**src/sv/apq_pkg.sv**
```systemverilog
// Package for the array priority queue: result codes, action codes and sequencer states.
`timescale 1ns / 1ps

package apq_pkg;

    // Result status codes
    typedef enum logic [1:0] {
        ST_OK    = 2'd0,
        ST_FULL  = 2'd1,
        ST_EMPTY = 2'd2
    } status_t;

    // Action codes of an input item
    localparam logic ACT_INSERT = 1'b0;
    localparam logic ACT_REMOVE = 1'b1;

    // Sequencer states
    typedef enum logic [1:0] {
        S_IDLE,
        S_SCAN,
        S_SHIFT,
        S_DONE
    } state_t;

endpackage

```
**src/sv/apq_ram.sv**
```systemverilog
// Generic simple dual-port RAM with one write port and one registered read port.
`timescale 1ns / 1ps

module apq_ram #(
    parameter int WIDTH = 24,
    parameter int DEPTH = 16,
    localparam int AW = $clog2(DEPTH)
) (
    input  logic             clk,
    input  logic             we,
    input  logic [AW-1:0]    waddr,
    input  logic [WIDTH-1:0] wdata,
    input  logic             re,
    input  logic [AW-1:0]    raddr,
    output logic [WIDTH-1:0] rdata
);

    logic [WIDTH-1:0] mem [DEPTH];

    // Write port
    always_ff @(posedge clk)
    begin
        if (we)
        begin
            mem[waddr] <= wdata;
        end
    end

    // Registered read port
    always_ff @(posedge clk)
    begin
        if (re)
        begin
            rdata <= mem[raddr];
        end
    end

endmodule

```
**src/sv/array_priority_queue.sv**
```systemverilog
// Top level of the minimum-first priority queue kept as an unsorted array in one RAM.
//
//   channel | signals                                    | direction
//   --------+--------------------------------------------+----------
//   in      | in_valid, in_ready, action, priority_req,  | into block
//           | payload                                    |
//   out     | out_valid, out_ready, status, out_priority,| out of block
//           | out_payload, occupancy                     |
//
// An insert writes the entry at the tail in the idle state, then hands the result on.
// A remove scans all n entries through the single RAM read port to find the minimum at
// index k, then the shift loop moves the n - 1 - k entries behind it down, one entry a
// cycle. One item is in work at a time.
// Reset empties the queue at once (the fill count is cleared; entry contents are not).
// A stalled output holds its result in the output register while the next item is taken.
`timescale 1ns / 1ps

module array_priority_queue
    import apq_pkg::*;
#(
    parameter int DEPTH     = 16,
    parameter int PRIO_BITS = 8,
    parameter int DATA_BITS = 16,
    localparam int CNT_W = $clog2(DEPTH + 1)
) (
    input  logic                 clk,
    input  logic                 rst_n,
    input  logic                 in_valid,
    output logic                 in_ready,
    input  logic                 action,
    input  logic [PRIO_BITS-1:0] priority_req,
    input  logic [DATA_BITS-1:0] payload,
    output logic                 out_valid,
    input  logic                 out_ready,
    output logic [1:0]           status,
    output logic [PRIO_BITS-1:0] out_priority,
    output logic [DATA_BITS-1:0] out_payload,
    output logic [CNT_W-1:0]     occupancy
);

    localparam int AW    = $clog2(DEPTH);
    localparam int ENT_W = PRIO_BITS + DATA_BITS;
    localparam logic [CNT_W-1:0] CNT_MAX = CNT_W'(DEPTH);
    localparam logic [CNT_W-1:0] ONE     = CNT_W'(1);

    state_t state_reg;
    state_t state_next;

    logic [CNT_W-1:0]     cnt_reg;
    logic [CNT_W-1:0]     rd_ptr_reg;
    logic [CNT_W-1:0]     cmp_idx_reg;
    logic [CNT_W-1:0]     wr_ptr_reg;
    logic                 first_reg;
    logic [CNT_W-1:0]     best_idx_reg;
    logic [PRIO_BITS-1:0] best_prio_reg;
    logic [DATA_BITS-1:0] best_data_reg;
    logic [CNT_W-1:0]     best_idx_next;
    logic [PRIO_BITS-1:0] best_prio_next;
    logic [DATA_BITS-1:0] best_data_next;

    status_t              res_status_reg;
    logic [PRIO_BITS-1:0] res_prio_reg;
    logic [DATA_BITS-1:0] res_data_reg;

    logic                 out_valid_reg;
    status_t              out_status_reg;
    logic [PRIO_BITS-1:0] out_prio_reg;
    logic [DATA_BITS-1:0] out_data_reg;
    logic [CNT_W-1:0]     out_occ_reg;

    logic             ram_we;
    logic [AW-1:0]    ram_waddr;
    logic [ENT_W-1:0] ram_wdata;
    logic             ram_re;
    logic [AW-1:0]    ram_raddr;
    logic [ENT_W-1:0] ram_rdata;

    logic                 in_fire;
    logic                 done_ready;
    logic                 scan_take;
    logic                 scan_last;
    logic                 shift_needed;
    logic                 more_reads;
    logic [CNT_W-1:0]     after_best;
    logic [PRIO_BITS-1:0] rd_prio;
    logic [DATA_BITS-1:0] rd_data;

    apq_ram #(
        .WIDTH (ENT_W),
        .DEPTH (DEPTH)
    ) u_ram (
        .clk   (clk),
        .we    (ram_we),
        .waddr (ram_waddr),
        .wdata (ram_wdata),
        .re    (ram_re),
        .raddr (ram_raddr),
        .rdata (ram_rdata)
    );

    // Split the read word and track the running minimum (first arrival or strictly smaller)
    assign rd_prio   = ram_rdata[DATA_BITS +: PRIO_BITS];
    assign rd_data   = ram_rdata[DATA_BITS-1:0];
    assign scan_take = first_reg || (rd_prio < best_prio_reg);

    always_comb
    begin
        best_idx_next  = best_idx_reg;
        best_prio_next = best_prio_reg;
        best_data_next = best_data_reg;
        if (scan_take)
        begin
            best_idx_next  = cmp_idx_reg;
            best_prio_next = rd_prio;
            best_data_next = rd_data;
        end
    end

    assign in_fire      = in_valid && in_ready;
    assign done_ready   = !out_valid_reg || out_ready;
    assign scan_last    = (cmp_idx_reg == (cnt_reg - ONE));
    assign after_best   = best_idx_next + ONE;
    assign shift_needed = (after_best < cnt_reg);
    assign more_reads   = (rd_ptr_reg < cnt_reg);

    // Next state
    always_comb
    begin
        state_next = state_reg;
        case (state_reg)
            S_IDLE:
            begin
                if (in_fire)
                begin
                    if ((action == ACT_REMOVE) && (cnt_reg != '0))
                        state_next = S_SCAN;
                    else
                        state_next = S_DONE;
                end
            end
            S_SCAN:
            begin
                if (scan_last)
                    state_next = shift_needed ? S_SHIFT : S_DONE;
            end
            S_SHIFT:
            begin
                if (!more_reads)
                    state_next = S_DONE;
            end
            S_DONE:
            begin
                if (done_ready)
                    state_next = S_IDLE;
            end
            default:
            begin
                state_next = S_IDLE;
            end
        endcase
    end

    // Sequencer outputs: RAM ports and input ready
    always_comb
    begin
        in_ready  = 1'b0;
        ram_we    = 1'b0;
        ram_waddr = '0;
        ram_wdata = {priority_req, payload};
        ram_re    = 1'b0;
        ram_raddr = '0;
        case (state_reg)
            S_IDLE:
            begin
                in_ready = 1'b1;
                if (in_valid && (action == ACT_INSERT) && (cnt_reg < CNT_MAX))
                begin
                    ram_we    = 1'b1;
                    ram_waddr = cnt_reg[AW-1:0];
                end
                if (in_valid && (action == ACT_REMOVE) && (cnt_reg != '0))
                begin
                    ram_re    = 1'b1;
                    ram_raddr = '0;
                end
            end
            S_SCAN:
            begin
                if (more_reads)
                begin
                    ram_re    = 1'b1;
                    ram_raddr = rd_ptr_reg[AW-1:0];
                end
                else if (scan_last && shift_needed)
                begin
                    ram_re    = 1'b1;
                    ram_raddr = after_best[AW-1:0];
                end
            end
            S_SHIFT:
            begin
                ram_we    = 1'b1;
                ram_waddr = wr_ptr_reg[AW-1:0];
                ram_wdata = ram_rdata;
                if (more_reads)
                begin
                    ram_re    = 1'b1;
                    ram_raddr = rd_ptr_reg[AW-1:0];
                end
            end
            S_DONE:
            begin
                in_ready = 1'b0;
            end
            default:
            begin
                in_ready = 1'b0;
            end
        endcase
    end

    // Control registers: state, fill count, first-compare flag, output valid
    always_ff @(posedge clk or negedge rst_n)
    begin
        if (!rst_n)
        begin
            state_reg     <= S_IDLE;
            cnt_reg       <= '0;
            first_reg     <= 1'b0;
            out_valid_reg <= 1'b0;
        end
        else
        begin
            state_reg <= state_next;
            // count up on an accepted insert, down when a remove finishes
            if (in_fire && (action == ACT_INSERT) && (cnt_reg < CNT_MAX))
                cnt_reg <= cnt_reg + ONE;
            else if ((state_reg == S_SCAN) && scan_last && !shift_needed)
                cnt_reg <= cnt_reg - ONE;
            else if ((state_reg == S_SHIFT) && !more_reads)
                cnt_reg <= cnt_reg - ONE;
            // first compare of a scan takes the entry unconditionally
            if (in_fire)
                first_reg <= 1'b1;
            else if (state_reg == S_SCAN)
                first_reg <= 1'b0;
            // load the output register, drop it once taken
            if ((state_reg == S_DONE) && done_ready)
                out_valid_reg <= 1'b1;
            else if (out_ready)
                out_valid_reg <= 1'b0;
        end
    end

    // Scan and shift datapath, result and output registers
    always_ff @(posedge clk)
    begin
        case (state_reg)
            S_IDLE:
            begin
                if (in_fire)
                begin
                    rd_ptr_reg   <= ONE;
                    cmp_idx_reg  <= '0;
                    res_prio_reg <= '0;
                    res_data_reg <= '0;
                    if (action == ACT_INSERT)
                        res_status_reg <= (cnt_reg < CNT_MAX) ? ST_OK : ST_FULL;
                    else
                        res_status_reg <= (cnt_reg != '0) ? ST_OK : ST_EMPTY;
                end
            end
            S_SCAN:
            begin
                cmp_idx_reg   <= cmp_idx_reg + ONE;
                best_idx_reg  <= best_idx_next;
                best_prio_reg <= best_prio_next;
                best_data_reg <= best_data_next;
                if (more_reads)
                    rd_ptr_reg <= rd_ptr_reg + ONE;
                if (scan_last)
                begin
                    res_prio_reg <= best_prio_next;
                    res_data_reg <= best_data_next;
                    wr_ptr_reg   <= best_idx_next;
                    rd_ptr_reg   <= after_best + ONE;
                end
            end
            S_SHIFT:
            begin
                wr_ptr_reg <= wr_ptr_reg + ONE;
                if (more_reads)
                    rd_ptr_reg <= rd_ptr_reg + ONE;
            end
            S_DONE:
            begin
                if (done_ready)
                begin
                    out_status_reg <= res_status_reg;
                    out_prio_reg   <= res_prio_reg;
                    out_data_reg   <= res_data_reg;
                    out_occ_reg    <= cnt_reg;
                end
            end
            default:
            begin
                rd_ptr_reg <= rd_ptr_reg;
            end
        endcase
    end

    // Drive the result channel
    assign out_valid    = out_valid_reg;
    assign status       = out_status_reg;
    assign out_priority = out_prio_reg;
    assign out_payload  = out_data_reg;
    assign occupancy    = out_occ_reg;

endmodule

```
**config.mk**
```make
export PLATFORM = sky130hd
export DESIGN_NAME = array_priority_queue
export DESIGN_NICKNAME = d
export VERILOG_FILES = /design/src/sv/apq_pkg.sv /design/src/sv/apq_ram.sv /design/src/sv/array_priority_queue.sv
export SDC_FILE = /design/constraint.sdc
export NUM_CORES = 1
export LEC_CHECK = 0
export ABC_AREA = 1
export BUFFER_PORTS_ARGS = -buffer_cell sky130_fd_sc_hd__buf_4
export CORE_MARGIN = 8
export CORE_UTILIZATION = 60
export DETAILED_ROUTE_END_ITERATION = 6
export GPL_TIMING_DRIVEN = 0
export HOLD_SLACK_MARGIN = 0.05
export PLACE_DENSITY = 0.76
export SETUP_SLACK_MARGIN = 0.2
export SLEW_MARGIN = 25
export SYNTH_ARGS = -nofsm -noshare
export SYNTH_HDL_FRONTEND = slang
export SYNTH_SLANG_ARGS = --single-unit
```
**constraint.sdc**
```tcl
create_clock -name clk -period 7.5 [get_ports clk]
set_input_delay 0.75 -clock clk [delete_from_list [all_inputs] [get_ports clk]]
set_output_delay 0.75 -clock clk [all_outputs]
set_load 0.02 [all_outputs]
```
### Word-level counts from Yosys, hierarchy flattened

Memory sizes are Yosys's and may differ from the RTL's. A register that Yosys moved wholly into a read port is not among the register bits.
Cells that the tools add are included.

| word-level totals | value |
|---|---|
| register bits after elaboration | 110 |
| bits in writable memories | 384 |
| input port bits | 29 |
| output and inout bits | 33 |
| memories kept | 1 |

Memories:

| name | depth | bits a word | rd ports | clocked after Yosys merged registers in | wr ports | line | RTL |
|---|---|---|---|---|---|---|---|
| u_ram.mem | 16 | 24 | 1 | 1 | 1 | apq_ram.sv:18 | `logic [WIDTH-1:0] mem [DEPTH];` |

| operators by class | value |
|---|---|
| $add $sub $neg | 7 |
| $lt $le $gt $ge | 4 |
| equal/unequal tests | 8 |
| muxes and demuxes | 51 |
| bitwise logic cells | 1 |
| reductions and logical operators | 33 |

Operators with widths:

| operator | count |
|---|---|
| $mux W16 | 3 |
| $mux W5 | 9 |
| $pmux W16 S2 | 1 |
| $add A5 B1 Y5 const B | 6 |
| $mux W24 | 1 |
| $mux W8 | 3 |
| $pmux W5 S2 | 2 |
| $mux W4 | 4 |
| $pmux W4 S2 | 2 |
| $pmux W8 S2 | 1 |
| $pmux W5 S3 | 1 |
| $mux W1 | 14 |
| $mux W2 | 7 |
| $logic_and A1 B1 Y1 | 13 |
| $lt A5 B5 Y1 | 2 |
| $reduce_and A2 Y1 | 5 |
| $lt A8 B8 Y1 | 1 |
| $ne A2 B2 Y1 const B | 4 |
| $pmux W2 S4 | 1 |
| $reduce_bool A2 Y1 | 4 |
| $reduce_bool A3 Y1 | 2 |
| $eq A5 B5 Y1 | 1 |
| $lt A5 B5 Y1 const B | 1 |
| $reduce_bool A5 Y1 | 1 |
| 11 further kinds | 15 |

### Depth between registers and ports, before layout

Gate-level depths: netlist (run 1).

| depth | value |
|---|---|
| word-level depth | 9 |
| gate-level depth with buffers | 33 |
| depth with buffers taken out | 30 |

### By module

From an unflattened synthesis (run 1), not the netlist that was laid out.

| unflattened totals | value |
|---|---|
| cells, all modules | 2,182 |
| area total of the unflattened synthesis | 22,849.4 µm² |

By module, submodules not included:

| module | times used | cells an instance | area each (µm²) | seq. area each (µm²) |
|---|---|---|---|---|
| apq_ram | 1 | 1,597 | 17,189.0 | 12,251.8 |
| array_priority_queue | 1 | 585 | 5,660.4 | 3,228.1 |

### Least setup slack after synthesis (run 1)

OpenSTA, ideal clock, no wires.

| timing path | value |
|---|---|
| path type | reg-to-reg |
| start point | register u_ram.rdata[21] (read register of u_ram.mem) |
| end point | register u_ram.rdata[0] (read register of u_ram.mem) (enable) |
| arrival | 4,147 ps |
| path slack | 2,949 ps |
| cell stages (with the launch flop) | 25 |
| buffers on the path | 1 |
| period minus slack after synthesis | 4,551 ps |
| cells stage by stage | edfxtp_1 > ha_1 > a21oi_1 > nor2_1 > nor3_1 > nand2_1 > nand2_1 > buf_4 > nand2_1 > nand2_2 > inv_1 > ha_1 > or2_1 > nand2_1 > inv_2 > ha_1 > a21oi_1 > nor2_1 > a211oi_1 > nand3_2 > nand2_2 > nand2_1 > nand2_1 > a31oi_1 > nor2_1 |

| on the way | value |
|---|---|
| cells in the longest elaborated chain, start to end | 9 |
| elaborated cells between the ends (all ways) | 12 |
| classes of those cells | 1 x add/sub; 2 x order compare; 7 x mux; 2 x reduce/logical |

Ends and longest elaborated chain:

| item | line | RTL |
|---|---|---|
| start, declared | apq_ram.sv:15 | `output logic [WIDTH-1:0] rdata` |
| $lt A8 B8 Y1 | array_priority_queue.sv:104 | `assign scan_take = first_reg \|\| (rd_prio < best_prio_reg);` |
| $logic_or A1 B1 Y1 | array_priority_queue.sv:104 |  |
| $mux W5 | array_priority_queue.sv:111 | `if (scan_take)` |
| $add A5 B1 Y5 | array_priority_queue.sv:122 | `assign after_best = best_idx_next + ONE;` |
| $lt A5 B5 Y1 | array_priority_queue.sv:123 | `assign shift_needed = (after_best < cnt_reg);` |
| $logic_and A1 B1 Y1 | array_priority_queue.sv:194 | `else if (scan_last && shift_needed)` |
| $mux W1 | array_priority_queue.sv:194 |  |
| $mux W1 | array_priority_queue.sv:189 | `if (more_reads)` |
| $pmux W1 S3 | array_priority_queue.sv:172 | `case (state_reg)` |
| named net ram_re | array_priority_queue.sv:74 | `logic ram_re;` |

The timed path passes the listed nets, and every way through them passes these cells.
A chain may end at the register's enable or synchronous reset.

### Worst setup path in the final report (run 1)

| timing path | value |
|---|---|
| start point | register u_ram.rdata[21] (read register of u_ram.mem) |
| end point | register u_ram.rdata[20] (read register of u_ram.mem), data pin |

| on the way | value |
|---|---|
| cells in the longest elaborated chain, start to end | 9 |
| elaborated cells between the ends (all ways) | 12 |
| classes of those cells | 1 x add/sub; 2 x order compare; 7 x mux; 2 x reduce/logical |

Ends and longest elaborated chain:

| item | line | RTL |
|---|---|---|
| $lt A8 B8 Y1 (*) | array_priority_queue.sv:104 |  |
| $logic_or A1 B1 Y1 (*) | array_priority_queue.sv:104 |  |
| $mux W5 (*) | array_priority_queue.sv:111 |  |
| named net best_idx_next[1] | array_priority_queue.sv:57 | `logic [CNT_W-1:0] best_idx_next;` |
| $add A5 B1 Y5 (*) | array_priority_queue.sv:122 |  |
| $lt A5 B5 Y1 | array_priority_queue.sv:123 |  |
| $logic_and A1 B1 Y1 | array_priority_queue.sv:194 |  |
| $mux W1 or $mux W4 (tied branches) | array_priority_queue.sv:194 |  |
| $mux W1 or $mux W4 (tied branches) | array_priority_queue.sv:189 |  |
| $pmux W1 S3 or $pmux W4 S2 (tied branches) | array_priority_queue.sv:172 |  |

Mark *: on every way through the listed nets, which the timed path passes. The rest lies on a longest branch.

==> results of run 1 <==
[final cells by class]
type                            instances  share of cell area, %
Timing Repair Buffer                   90                   3.86
Buffer                                119                   2.20
Inverter                              375                   5.25
Clock buffer                           67                   5.15
Clock inverter                         27                  0.747
Sequential cell                       517                   57.8
Multi-Input combinational cell       1119                   22.6
Tap cell                              518                   2.42
[synthesized netlist by cell type, types with 2 or more instances]
master | count | share of area [%]
nor3_1 | 4 | 0.086
o21ai_1 | 4 | 0.086
buf_4 | 20 | 0.64
edfxtp_1 | 508 | 65
inv_1 | 369 | 5.9
or2_1 | 2 | 0.054
xnor2_1 | 3 | 0.11
nand3_1 | 467 | 10
nand2_2 | 2 | 0.054
inv_2 | 6 | 0.097
o21ai_0 | 70 | 1.5
nand2_1 | 295 | 4.8
a211oi_1 | 2 | 0.064
clkbuf_1 | 58 | 0.93
nand3b_1 | 121 | 3.9
ha_1 | 26 | 1.4
dfrtp_1 | 9 | 0.97
o22ai_1 | 3 | 0.081
buf_6 | 4 | 0.19
nand2_4 | 2 | 0.097
nor2_1 | 64 | 1.0
xor2_1 | 9 | 0.34
a21oi_1 | 17 | 0.36
buf_1 | 6 | 0.097
or2_2 | 4 | 0.11
nand4_1 | 4 | 0.11
buf_2 | 31 | 0.67
o211ai_1 | 3 | 0.097
nand3_2 | 5 | 0.21
[power by group through the flow]
| stage | clock, µW | sequential, µW | combinational, µW |
|---|---|---|---|
| 2_1_floorplan | 0 | 4760 | 3550 |
| 3_3_place_gp | 0 | 4770 | 5500 |
| 3_5_place_dp | 0 | 4730 | 6060 |
| 4_1_cts | 2480 | 4680 | 6100 |
| 5_1_grt | 2590 | 4740 | 6700 |
| 6_report | 2470 | 4680 | 6280 |
[metal layers]
metal  routed length [µm]  part of all wire [%]
met4                 3680                   5.7
met5                   41                 0.063
met1                23400                    36
met2                30100                    46
met3                 7620                    12
[worst paths after layout]
kind                       slack [ns]            start  depth (start not counted)         endpoint
max                              2.11  u_ram.rdata[21]                         29  u_ram.rdata[20]
min reg2reg                      0.42  res_data_reg[3]                          0   out_payload[3]
max reg2reg                      2.11  u_ram.rdata[21]                         29  u_ram.rdata[20]
max in group asynchronous        6.84            rst_n                          2        first_reg
min                              0.42  res_data_reg[3]                          0   out_payload[3]
min in group asynchronous        0.51            rst_n                          2       cnt_reg[3]
[metrics by stage]
step                cells  instance area (µm²)  hold WS [ns]
global placement     2709                24400         0.400
CTS                  2832                26800         0.420
detailed placement   2737                25200         0.405
finish               2832                26800         0.419
global route         2832                26800         0.429
floorplan            2130                23300         0.400
[logic make-up (layout without fill, tap and decap cells)]
family,Yosys count,after routing,share of synthesized area (%)
compound gates,107,107,2.51
xor+xnor,13,13,0.521
fa+ha+maj,26,26,1.40
buf+inv,494,678,8.57
flops,517,517,66.4
simple gates,973,973,20.6
[worst reg2reg max path, delay by kind of cell (launching register included)]
kind            cells  cell delay [ns]
flops               1             0.40
compound gates      3             0.57
buf+inv             5             1.04
simple gates       18             2.27
xor+xnor            1             0.28
fa+ha+maj           2             0.60
[layout by cell type, fill, tap and decap left out, drive strengths merged]
master       instances
edfxtp             508
nand3              472
inv                376
nand2              299
buf                150
clkbuf             125
nand3b             121
o21ai               75
nor2                65
ha                  26
clkinv              22
a21oi               18
xor2                10
dfrtp                9
or2                  6
nand4                5
nor3                 4
xnor2                3
o22ai                3
o211ai               3
bufinv               3
a211oi               2
a221o                1
o21a                 1
o221ai               1
o21bai               1
nor4                 1
o2111ai              1
a31oi                1
clkinvlp             1
dlygate4sd3          1
==> flow_metrics.py, run 1 <==
metrics = {
    "global_route": {
        "grt_pass1_vias": 16580,
        "grtUsageMet1_pct": 36.6,
        "grt_max_degree": 30,
        "track_usage_pct": 28.7,
        "grt_pass1_wl_mm": 97.5,
        "grt.met3_usage_pct": 5.96,
        "busiest_layer": "met2",
        "grt_overflow": 0,
        "antenna_found_initial": 3,
        "met2_usage_pct": 46.3,
    },
    "placement": {
        "routabilityCongestion": 0.917,
        "pre_cts_ws_ns": 2.31,
        "dp_hpwl_mm": 44.6,
        "io_buffers": 61,
    },
    "worst_hold_path": {
        "hold_class": "flop to flop",
    },
    "setup_path": {
        "crit_buf_inv": 5,
        "critical-path-top-delay-family": "simple AND/OR/NAND/NOR gates",
        "critPathMostFrequentCell": "nand2_1",
        "startpoint_type": "flop",
        "cp_max_fo": 10,
        "slowest_stage": "edfxtp_1",
        "crit_path_end_kind": "flop",
        "crit_type": "flop to flop",
        "arrival_ns": 5.74,
        "crit_path_max_incr_delay_ns": 0.40,
        "crit_required_ns": 7.85,
    },
    "timing": {
        "slew_headroom_pct": 33.5,
        "layout_setup_ws_ns": 2.11,
        "hold_viol_final": 0,
        "finalSetupViolations": 0,
        "tightest_slew_ns": 0.998,
        "finalSetupTns_ns": 0,
        "rsz0062_at_grt": "false",
        "fin_crit_ns": 5.39,
        "period_share_pct": 71.9,
        "fmax_ghz": 0.185,
        "slew_viol_final": 0,
        "skew_ns": 0.0143,
    },
    "clock_network": {
        "cts_tree": "yes",
        "cts_resized": 0,
        "cts_root_buf": "clkbuf_16",
        "post_cts_buffers": 0,
        "hold_buffers": 1,
        "clkLatencyLatePin_ns": 0.59,
        "clock_sinks": 517,
        "h-tree-depth": 2,
        "cts_buffers": 51,
        "cts.reportedPaths.clkPinSlew_ns": 0.07,
        "clock_tree.buffer_depth": 3,
    },
    "floorplanning": {
        "fp.dieW_um": 213,
        "die_y_um": 213,
        "ios": 62,
        "dieArea_um2": 45400,
        "initial_core_util_pct": 60.6,
        "design.core.area_um2": 38500,
        "row_count": 72,
    },
    "final_layout": {
        "antenna_cells": 0,
        "largest_register_ffs": 384,
        "area_growth_pct": 14.9,
        "nets": 2328,
        "fin_util_pct": 69.7,
        "multi_input_area_um2": 6050,
        "top_regs": "u_ram.mem: 384 flops, u_ram.rdata: 24 flops",
        "largest_register": "u_ram.mem",
        "seqCellArea_um2": 15500,
        "drive_above_1_share_pct": 11.8,
        "fillers": 2662,
    },
    "run_status": {
        "outcome": "complete, no violations",
    },
    "logic_synthesis": {
        "synthArstFlopShare_pct": 1.74,
        "syn_avg_cell_area_um2": 10.9,
        "ys.flop_type": "edfxtp_1",
        "yosysWarningCount": 0,
        "yosysUniqueCellTypes": 41,
        "synth_edf_count": 508,
        "ys_seq_area_share_pct": 66.4,
        "ys_ff_latch": 517,
        "synth_cells": 2130,
        "synth_nets": 2185,
        "synth_area_um2": 23300,
    },
    "pwr": {
        "combPwrFrac_pct": 46.8,
        "p_per_area_nw_per_um2": 501,
        "clkPwrFrac_pct": 18.4,
        "max-vdd-ir-drop_mv": 0.270,
        "power.leakage_uw": 0.0108,
        "switching_share_pct": 44.0,
        "total_power_uw": 13400,
        "p_seq_share_pct": 34.9,
        "p_sw_uw": 5910,
        "internal_power_uw": 7520,
    },
    "drt": {
        "routed_wirelength_mm": 64.9,
        "vias": 17050,
        "first_iter_violations": 2415,
        "drc": 0,
        "ant_nets": 0,
        "firstDrtPassIters": 6,
        "routedWlPerCell_um": 22.9,
        "vias_per_cell": 6.02,
    },
    "flow_run": {
        "cap_violations": 0,
    },
}
No activity file was read; power rests on OpenSTA's default activity.
==> inputs of run 2 (changes only) <==
Clock period 7.5 ns to 5.2 ns, I/O delays scaled along.
==> flow_metrics.py, run 2 (same netlist as run 1, synthesis figures left out) <==
metrics = {
    "final_layout": {
        "multi_input_area_um2": 6250,
        "nets": 2340,
        "largest_register": "u_ram.mem",
        "drive_above_1_share_pct": 14.4,
        "area_growth_pct": 17.5,
        "antenna_cells": 0,
        "final_cell_mix": "edfxtp_1 (508), nand3_1 (443), inv_1 (368)",
        "seqCellArea_um2": 15500,
        "fillers": 2568,
        "stdcell_area_um2": 27400,
        "final_common_cell": "edfxtp_1",
        "top_regs": "u_ram.mem: 384 flops, u_ram.rdata: 24 flops",
        "largest_register_ffs": 384,
    },
    "run_status": {
        "outcome": "complete, no violations",
    },
    "drt": {
        "vias_per_cell": 6.03,
        "routed_wirelength_mm": 65.9,
        "drc": 0,
        "vias": 17152,
        "first_iter_violations": 2386,
        "routedWlPerCell_um": 23.2,
        "firstDrtPassIters": 6,
        "ant_nets": 0,
    },
    "setup_path": {
        "crit_path_max_incr_delay_ns": 0.44,
        "critPathMostFrequentCell": "nand2_1",
        "arrival_ns": 5.21,
        "slowest_stage": "clkbuf_1",
        "crit_type": "flop to flop",
        "startpoint_type": "flop",
        "crit_required_ns": 5.54,
        "cp_max_fo": 10,
        "crit_path_end_kind": "flop",
        "r2r_setup_slack_ns": 0.33,
    },
    "global_route": {
        "track_usage_pct": 28.8,
        "antenna_found_initial": 2,
        "grt_pass1_wl_mm": 97.5,
        "grt_max_degree": 30,
        "grt_pass1_vias": 16572,
        "grt_overflow": 0,
    },
    "worst_hold_path": {
        "hold_class": "primary input to flop",
    },
    "pwr": {
        "total_power_uw": 20100,
        "p_seq_share_pct": 33.5,
        "power.leakage_uw": 0.0111,
        "max-vdd-ir-drop_mv": 0.469,
        "switching_share_pct": 43.7,
        "p_per_area_nw_per_um2": 735,
        "combPwrFrac_pct": 48.7,
        "p_sw_uw": 8800,
        "internal_power_uw": 11300,
        "clkPwrFrac_pct": 17.7,
    },
    "floorplanning": {
        "ios": 62,
        "fp.dieW_um": 213,
        "design.core.area_um2": 38500,
        "dieArea_um2": 45400,
        "initial_core_util_pct": 60.6,
        "die_y_um": 213,
        "row_count": 72,
    },
    "clock_network": {
        "cts_buffers": 51,
        "cts_tree": "yes",
        "clock_sinks": 517,
        "clock_tree.buffer_depth": 3,
        "cts_root_buf": "clkbuf_16",
        "h-tree-depth": 2,
        "cts.reportedPaths.clkPinSlew_ns": 0.07,
        "clkLatencyLatePin_ns": 0.60,
    },
    "timing": {
        "slew_headroom_pct": 33.0,
        "finalSetupViolations": 0,
        "whs_ns": 0.229,
        "period_share_pct": 93.7,
        "fin_crit_ns": 4.87,
        "tightest_slew_ns": 1.00,
        "skew_ns": 0.0157,
        "hold_viol_final": 0,
        "slew_viol_final": 0,
        "rsz0062_at_grt": "false",
        "layout_setup_ws_ns": 0.328,
        "fmax_ghz": 0.205,
    },
    "flow_run": {
        "cap_violations": 0,
    },
    "placement": {
        "placed_cell_area_um2": 25200,
        "io_buffers": 61,
        "dp_hpwl_mm": 44.6,
        "pre_cts_ws_ns": 0.00666,
        "routabilityCongestion": 0.917,
    },
}
-- run 2: changes by cell type in the layout (fill, tap and decap cells not counted), sizes merged --
cell,change
clkbuf,+9
buf,+3
clkinvlp,+1
inv,-1
-- run 2: area by class of cell --
cell class,instances,area share [%]
Sequential cell,517,56.5
Multi-Input combinational cell,1119,22.8
Inverter,375,5.15
Clock buffer,67,5.04
Timing Repair Buffer,102,4.25
Buffer,119,3.11
Tap cell,518,2.37
Clock inverter,27,0.731
-- run 2: power by group through the flow --
stage / combinational [µW] / sequential (µW) / clock [µW]
after global routing: 10400 / 6840 / 3740
after global placement: 7940 / 6880 / 0
after floorplan: 5120 / 6860 / 0
final: 9810 / 6750 / 3560
after CTS: 8840 / 6750 / 3570
after detailed placement: 8750 / 6820 / 0
-- run 2: repair_timing --
item / 4_1_cts / 5_1_grt
pin swaps: 1 / 21
setup endpoints to repair: 24 / 24
gates cloned: 0 / 2
resized for setup: 7 / 151
hold buffers: 1 / 0
endpoints found under the hold margin: 9 / 0
setup buffers: 1 / 9
-- run 2: final timing paths --
kind / from / to / cells after the start
max: u_ram.rdata[21] / u_ram.rdata[8] / 28
max in group asynchronous: rst_n / first_reg / 2
min in group asynchronous: rst_n / cnt_reg[3] / 2
max reg2reg: u_ram.rdata[21] / u_ram.rdata[8] / 28
min reg2reg: res_data_reg[3] / out_payload[3] / 0
min: action / res_status_reg[0] / 2
-- run 2: layer usage --
layer	part of all wire (%)	global-route usage [%]	wire length (µm)	vias up
met2	46	46.3	30600	1226
met1	36	36.5	23800	8073
met4	5.8	15.1	3850	4
met5	0.041	0	27	-
met3	12	6.19	7700	276
li1	-	-	-	7573
-- run 2: critical path: cells and delay by family (launching register included) --
| family | cells | cell delay [ns] |
|---|---|---|
| AOI/OAI and AO/OA | 2 | 0.39 |
| buffers and inverters | 5 | 0.99 |
| adders and majority gates | 2 | 0.60 |
| DFF | 1 | 0.40 |
| and+or+nand+nor | 18 | 2.07 |
| xor gates and xnor gates | 1 | 0.15 |
-- run 2: stage by stage --
stage | utilization, % | setup TNS, ns | instances
2_1_floorplan | - | 0 | 2130
3_3_place_gp | 63.5 | -30.85 | 2709
3_5_place_dp | 65.5 | 0 | 2737
4_1_cts | 69.7 | 0 | 2833
5_1_grt | 71.2 | 0 | 2844
6_report | 71.2 | 0 | 2844
